File: config.mk
export PLATFORM = sky130hd
export DESIGN_NAME = rbsi_merge
export DESIGN_NICKNAME = d
export VERILOG_FILES = /design/src/design/rbsi_pkg.sv /design/src/design/rbsi_merge.sv
export SDC_FILE = /design/constraint.sdc
export NUM_CORES = 1
export LEC_CHECK = 0
export BUFFER_PORTS_ARGS = -buffer_cell sky130_fd_sc_hd__buf_2
export CAP_MARGIN = 10
export CORE_AREA = 3 3 150 152
export DETAILED_ROUTE_END_ITERATION = 8
export DIE_AREA = 0 0 153 155
export PLACE_DENSITY = 0.74
export SLEW_MARGIN = 20
export SYNTH_ARGS = -nofsm -noshare
export SYNTH_HDL_FRONTEND = slang
export SYNTH_SLANG_ARGS = --single-unit
File: constraint.sdc
create_clock -name clock -period 10.75 [get_ports clock]
set_input_delay 1.6125 -clock clock [delete_from_list [all_inputs] [get_ports clock]]
set_output_delay 1.6125 -clock clock [all_outputs]
set_load 0.02 [all_outputs]
File: src/design/rbsi_pkg.sv
// Shared types and constants for the ray versus box slab intersection unit.
// No dependencies; imported by every module of the block.
package rbsi_pkg;

   // Fixed-point word and derived widths
   localparam int Q_W           = 32;
   localparam int DIFF_W        = Q_W + 1;
   localparam int QUO_W         = 32;
   localparam int FRAC_BITS_DEF = 16;
   localparam int TOL_W         = 16;
   localparam int AXES          = 3;

   // Pipe depths: divider has a prep stage, one stage per quotient bit and a saturate stage
   localparam int DIV_LAT   = QUO_W + 2;
   localparam int LANE_LAT  = DIV_LAT + 2;
   localparam int MERGE_LAT = 2;
   localparam int PIPE_LAT  = LANE_LAT + MERGE_LAT;

   localparam logic signed [Q_W-1:0] Q_MAX = {1'b0, {(Q_W-1){1'b1}}};
   localparam logic signed [Q_W-1:0] Q_MIN = {1'b1, {(Q_W-1){1'b0}}};
   localparam logic [TOL_W-1:0]      TOL_RESET = 16'd1;

   // What one axis lane reports to the merge stage
   typedef struct packed {
      logic                    inverted;  // box min above max on this axis
      logic                    near;      // direction counts as zero
      logic                    outside;   // near axis with origin outside slab
      logic signed [Q_W-1:0]   t_near;    // ordered entry distance
      logic signed [Q_W-1:0]   t_far;     // ordered exit distance
   } lane_out_type;

endpackage

File: src/design/rbsi_merge.sv
// Merges the three axis lanes into the hit flag and distance.
// Depends on rbsi_pkg.
module rbsi_merge import rbsi_pkg::*; (
   input  logic                  clock,
   input  logic                  enable,
   input  lane_out_type          lanes [AXES],
   output logic                  hit,
   output logic [Q_W-2:0]        hit_distance
);

   logic signed [Q_W-1:0] lo_ff, hi_ff, lo_in, hi_in;
   logic                  fail_ff, fail_in;
   logic                  hit_ff, hit_in;
   logic [Q_W-2:0]        dist_ff, dist_in;

   // Interval: max of entries, min of exits over non-near axes
   always_comb begin
      lo_in   = Q_MIN;
      hi_in   = Q_MAX;
      fail_in = 1'b0;
      for (int a = 0; a < AXES; a++) begin
         fail_in = fail_in | lanes[a].inverted | lanes[a].outside;
         if (!lanes[a].near) begin
            if (lanes[a].t_near > lo_in) lo_in = lanes[a].t_near;
            if (lanes[a].t_far < hi_in)  hi_in = lanes[a].t_far;
         end
      end
   end

   always_ff @(posedge clock) begin
      if (enable) begin
         lo_ff   <= lo_in;
         hi_ff   <= hi_in;
         fail_ff <= fail_in;
      end
   end

   // Decision and distance
   always_comb begin
      hit_in  = !fail_ff && (lo_ff <= hi_ff) && !hi_ff[Q_W-1];
      dist_in = '0;
      if (hit_in) dist_in = lo_ff[Q_W-1] ? hi_ff[Q_W-2:0] : lo_ff[Q_W-2:0];
   end

   always_ff @(posedge clock) begin
      if (enable) begin
         hit_ff  <= hit_in;
         dist_ff <= dist_in;
      end
   end

   assign hit          = hit_ff;
   assign hit_distance = dist_ff;

endmodule

After elaboration in Yosys (flattened, before gate mapping)
Cells that the tools add are included.

operators by class
  order comparisons = 7
  bitwise operators = 5
  reductions and logical operators = 4
  muxes and demuxes = 13

operators by type and width
  operator                                             number
  two-way mux 32 bit                                   12
  > comparator 32 bit                                  2
  less-than comparator 32 bit                          2
  > comparator 32 bit (second input constant)          1
  less-or-equal comparator 32 bit                      1
  less-than comparator 32 bit (second input constant)  1
  two-way mux 31 bit                                   1
  OR 1 bit                                             5
  logical AND 1 bit                                    2
  zero test 1 bit                                      2

storage, ports and cells
  flip-flop bits (word level) = 97
  input bits = 203
  output and inout bits = 32
  word-level logic and storage cells = 34

Longest topological paths before layout
  depth after elaboration = 9
  depth in mapped cells = 30
  mapped depth without buffers = 27

Worst setup path after synthesis
OpenSTA, ideal clock, no wires.

  path type = input -> register
  start = input lanes[192] (netlist bit)
  end = register lo_ff[10], data pin
  data arrival time = 7.132 ns
  library setup time = 0.267 ns
  slack = 3.351 ns
  required time = 10.483 ns
  cell stages on the path = 28
  buffers on the path = 3
  cells stage by stage = nor4b_1 > nand4_1 > nor2_1 > nor2_1 > clkbuf_1 > nand2_1 > ha_1 > a21o_1 > a21o_1 > a21o_1 > a2111oi_0 > o21bai_1 > a21oi_1 > clkbuf_1 > o22ai_1 > nor3_1 > ha_1 > nor2b_1 > o21a_1 > o21a_1 > o21ai_1 > a21oi_1 > a2111oi_0 > o211ai_1 > or3_1 > o211ai_1 > buf_2 > mux2i_1

between the ends
  longest elaborated chain between the ends = 9

RTL lines
  item                    line              RTL
  start: declaration      rbsi_merge.sv:6   input lane_out_type lanes [AXES],
  > comparator 32 bit     rbsi_merge.sv:24  if (lanes[a].t_near > lo_in) lo_in = lanes[a].t_near;
  two-way mux 32 bit *    rbsi_merge.sv:24
  two-way mux 32 bit *    rbsi_merge.sv:23  if (!lanes[a].near) begin
  > comparator 32 bit     rbsi_merge.sv:24
  two-way mux 32 bit      rbsi_merge.sv:24
  two-way mux 32 bit *    rbsi_merge.sv:23
  > comparator 32 bit     rbsi_merge.sv:24
  two-way mux 32 bit      rbsi_merge.sv:24
  two-way mux 32 bit *    rbsi_merge.sv:23
  via lo_in[10]           rbsi_merge.sv:11  logic signed [Q_W-1:0] lo_ff, hi_ff, lo_in, hi_in;
  end signal: assignment  rbsi_merge.sv:32  lo_ff <= lo_in;
  end: declaration        rbsi_merge.sv:11

Mark *: on every way through the listed nets, which the timed path passes. The rest lies on a longest branch.
A chain may end at the register's enable or synchronous reset.

Worst setup path after layout
  start = input lanes[165] (netlist bit)
  end = register hi_ff[31], data pin

between the ends
  longest elaborated chain between the ends = 9

RTL lines
  item                         line              RTL
  less-than comparator 32 bit  rbsi_merge.sv:25  if (lanes[a].t_far < hi_in) hi_in = lanes[a].t_far;
  two-way mux 32 bit *         rbsi_merge.sv:25
  two-way mux 32 bit *         rbsi_merge.sv:23
  less-than comparator 32 bit  rbsi_merge.sv:25
  two-way mux 32 bit           rbsi_merge.sv:25
  two-way mux 32 bit *         rbsi_merge.sv:23
  less-than comparator 32 bit  rbsi_merge.sv:25
  two-way mux 32 bit           rbsi_merge.sv:25
  two-way mux 32 bit *         rbsi_merge.sv:23
  via hi_in[31]                rbsi_merge.sv:11
  end signal: assignment       rbsi_merge.sv:33  hi_ff <= hi_in;
  end: declaration             rbsi_merge.sv:11

Marks and branches as above.

==> flow_metrics.env <==
export IMPL_p_leak_nw=5.921
export IMPL_start_util=0.5008
export IMPL_yosys_area_top_type="edfxtp_1"
export IMPL_clock_latency_ns=0.34
export IMPL_detail_route_wl_per_cell_um=19.20
export IMPL_reg2reg_to="hit_distance[22]"
export IMPL_clock_sinks=97
export IMPL_fp_dieH_um=155
export IMPL_crit_arrival_ns=9.08
export IMPL_drtIter0Drc=1002
export IMPL_worstHoldStart="lo_ff[5]"
export IMPL_comb_power_share=0.418
export IMPL_fin_crit_sh=0.8305
export IMPL_drc=0
export IMPL_coreArea_sq_um=21150
export IMPL_layout_drive_gt1_share=0.1968
export IMPL_synth_flop_cell="edfxtp_1"
export IMPL_yosysWarnings=0
export IMPL_tightest_slew_ns=0.9216
export IMPL_rows=53
export IMPL_clk_pin_slew_ns=0.07
export IMPL_slew_headroom=0.3856
export IMPL_grt_overflow=0
export IMPL_antenna_found_initial=4
export IMPL_slowest_stage="a21o_1"
export IMPL_fmax_ghz=0.1120
export IMPL_synthMuxAreaShare=0.1205
export IMPL_synth_async_reset_ratio=0
export IMPL_p_switching_mw=0.5434
export IMPL_fp_dieW_um=153
export IMPL_hold_depth=2
export IMPL_cts_root_buf="clkbuf_16"
export IMPL_drv_slew=0
export IMPL_cp_required_ns=10.91
export IMPL_grtUsageTotal=0.2608
export IMPL_fillers=1893
export IMPL_yosys_area_top_type_share=0.2749
export IMPL_finClkSkew_ns=0.01378
export IMPL_via_count=10300
export IMPL_drv_cap=0
export IMPL_synth_seq_cells=97
export IMPL_synth_top_family_by_area="simple AND/OR/NAND/NOR gates"
export IMPL_cts_inserted_buffers=9
export IMPL_crit_type="in2reg"
export IMPL_cp_max_fo=32
export IMPL_postCtsResizedCells=0
export IMPL_clk_path_buf_depth=2
export IMPL_synth_xor_area_share=0
export IMPL_syn_num_nets=1591
export IMPL_synth_fa_ha_area_frac=0.1866
export IMPL_synth_compound_area_frac=0.1661
export IMPL_startpoint_type="input port"
export IMPL_switching_share=0.3733
export IMPL_ant_nets=0
export IMPL_r2r_cells=12
export IMPL_min_period_ns=8.928
export IMPL_seqCellArea_sq_um=2913
export IMPL_port_buffers=234
export IMPL_seq_area_frac_synth=0.2749
export IMPL_netlist_cell_type_count=51
export IMPL_hold_viol=0
export IMPL_dr_pass1_iters=6
export IMPL_vias_per_cell=6.051
export IMPL_finalSetupTns_ns=0
export IMPL_p_int_mw=0.9121
export IMPL_grt_pass1_wl_um=49520
export IMPL_tritoncts="built"
export IMPL_yosys_area_share_simple=0.1871
export IMPL_layout_nets=1779
export IMPL_synth_edf_count=97
export IMPL_dp_hpwl_um=26780
export IMPL_rrSetupSlack_ns=7.32
export IMPL_place_congestion=0.9610
export IMPL_place_inst=1681
export IMPL_hp_class="reg2reg"
export IMPL_instances_no_fill=1702
export IMPL_pwr_share_clk=0.226
export IMPL_cts_hold_buffers=0
export IMPL_path_cells="buf_2 -> nand4b_1 -> nor4_1 -> a21o_1 -> nor2_1 -> ha_1 -> nand4_1 -> nor4_1 -> o311a_1 -> nor4_1 -> or3_1 -> o21ai_0 -> ha_1 -> a21o_1 -> a21o_1 -> a21oi_1 -> o21ai_0 -> a31oi_1 -> nand3_1 -> o311ai_1 -> a21oi_1 -> nor3_4 -> buf_4 -> mux2i_1"
export IMPL_seqPwrFrac=0.356
export IMPL_min_to="hit_distance[5]"
export IMPL_multi_input_comb_area_sq_um=7051
export IMPL_rsz0062_at_grt="false"
export IMPL_htree_levels=3
export IMPL_cellPowerDensity_nw_per_um2=117.9
export IMPL_wl_um=32680
export IMPL_worstSetupEndpointType="flop"
export IMPL_syn_inst=1230
export IMPL_run_status="completed"
export IMPL_grt_pass1_vias=9327
export IMPL_final_util=0.5834
export IMPL_reg2reg_from="hi_ff[1]"
export IMPL_cts_setup_buffers=0
export IMPL_max_stage_delay_ns=0.80
export IMPL_ir_drop_uv=88.67
export IMPL_avgSynthCellArea_sq_um=8.613
export IMPL_ioPinCount=235
export IMPL_timing_hold_ws_ns=0.7721
export IMPL_synthTopCellsByArea="edfxtp_1 27%, ha_1 19%, mux2i_1 12%"
export IMPL_synth_area_sq_um=10590
export IMPL_grt_max_degree=98
export IMPL_setup_violations=0
export IMPL_area_growth_pct=16.49
export IMPL_die_area_sq_um=23720
worst max path at each step:
stage | from | to | slack (ns) | depth (start not counted)
finish | lanes[165] | hi_ff[31] | 1.82 | 24
global route | lanes[165] | hi_ff[27] | 1.36 | 25
CTS | lanes[165] | hi_ff[21] | 1.94 | 24
detailed placement | lanes[165] | hi_ff[21] | 1.58 | 24
global placement | lanes[192] | lo_ff[0] | 1.67 | 29
floorplan | lanes[192] | lo_ff[10] | 3.35 | 28
cell usage in the layout, fill, tap and decap left out, types with 10 or more instances in the layout:
master / synthesis / final
a211oi_1: 32 / 32
edfxtp_1: 97 / 97
o31ai_1: 34 / 33
a21oi_1: 41 / 40
ha_1: 158 / 158
o21ai_0: 42 / 42
nor2b_1: 10 / 10
nand3_1: 74 / 74
o21a_1: 13 / 13
a21o_1: 38 / 38
inv_1: 102 / 102
mux2i_1: 123 / 123
nor2_1: 86 / 85
buf_4: 0 / 13
nor3_1: 42 / 42
buf_2: 3 / 233
nor4_1: 14 / 14
nand2_1: 84 / 84
o22ai_1: 31 / 31
nand4_1: 75 / 75
synth_stat cells (all sizes together) (2+ instances only):
cell	instances
ha	158
mux2i	123
inv	103
edfxtp	97
nor2	87
nand2	84
nand4	75
nand3	74
clkbuf	67
o21ai	52
nor3	43
a21oi	41
a21o	38
o31ai	34
a211oi	32
o22ai	31
nor4	14
o21a	13
nor2b	10
nand2b	7
buf	6
o211ai	6
mux2	4
a2111oi	3
a221oi	3
o31a	3
a31oi	2
and2	2
or2	2
or3	2
worst max-delay path, delay by kind of cell:
kind,cells,cell delay [ns]
multiplexers,1,0.32
adder cells (fa/ha/maj),2,0.71
AO/OA/AOI/OAI,10,2.98
buffers and inverters,2,0.58
AND/OR/NAND/NOR,9,2.84
metal layers:
| layer | wire, um | part of all wire | vias to the layer above | track usage |
|---|---|---|---|---|
| li1 | - | - | 5031 | - |
| met1 | 14050 | 0.43 | 4701 | 0.3713 |
| met2 | 14570 | 0.45 | 497 | 0.4002 |
| met3 | 2773 | 0.085 | 67 | 0.03811 |
| met4 | 1268 | 0.039 | 2 | 0.1061 |
| met5 | 13 | 0.00040 | - | 0 |
registers in the layout, summed over array words and instances (netlist names):
signal / flops
fail_ff: 1
hi_ff: 32
hit: 1
hit_distance: 31
lo_ff: 32
kinds of logic (layout without fill, tap and decap cells):
| group | Yosys count | in the layout |
|---|---|---|
| and+or+nand+nor | 405 | 405 |
| AOI/OAI and AO/OA | 267 | 267 |
| buffers and inverters | 176 | 369 |
| adders and majority gates | 158 | 158 |
| muxes | 127 | 127 |
| DFF | 97 | 97 |
| other | 0 | 4 |
power groups by stage:
stage / sequential (mW) / combinational (mW) / clock (mW)
6_report: 0.519 / 0.608 / 0.329
5_1_grt: 0.522 / 0.675 / 0.350
4_1_cts: 0.519 / 0.597 / 0.332
3_5_place_dp: 0.527 / 0.593 / 0
3_3_place_gp: 0.526 / 0.582 / 0
2_1_floorplan: 0.518 / 0.403 / 0
through the flow:
stage / setup slack [ns] / total power [mW] / instance area [sq um]
after CTS: 1.939 / 1.448 / 12310
after global routing: 1.356 / 1.546 / 12340
after floorplan: 3.351 / 0.9207 / 10590
after detailed placement: 1.576 / 1.120 / 12000
final: 1.822 / 1.456 / 12340
after global placement: 1.665 / 1.107 / 12000
final cells by class:
type                    count  area share
diodes                      4   0.0008111
inverters                 103     0.03133
well taps                 275     0.02788
repair buffers            250      0.1072
flip-flops and latches     97      0.2360
clock buffers               9     0.01825
multi-input cells         957      0.5713
clock inverters             7    0.007199
(Power assumes the default switching activity.)
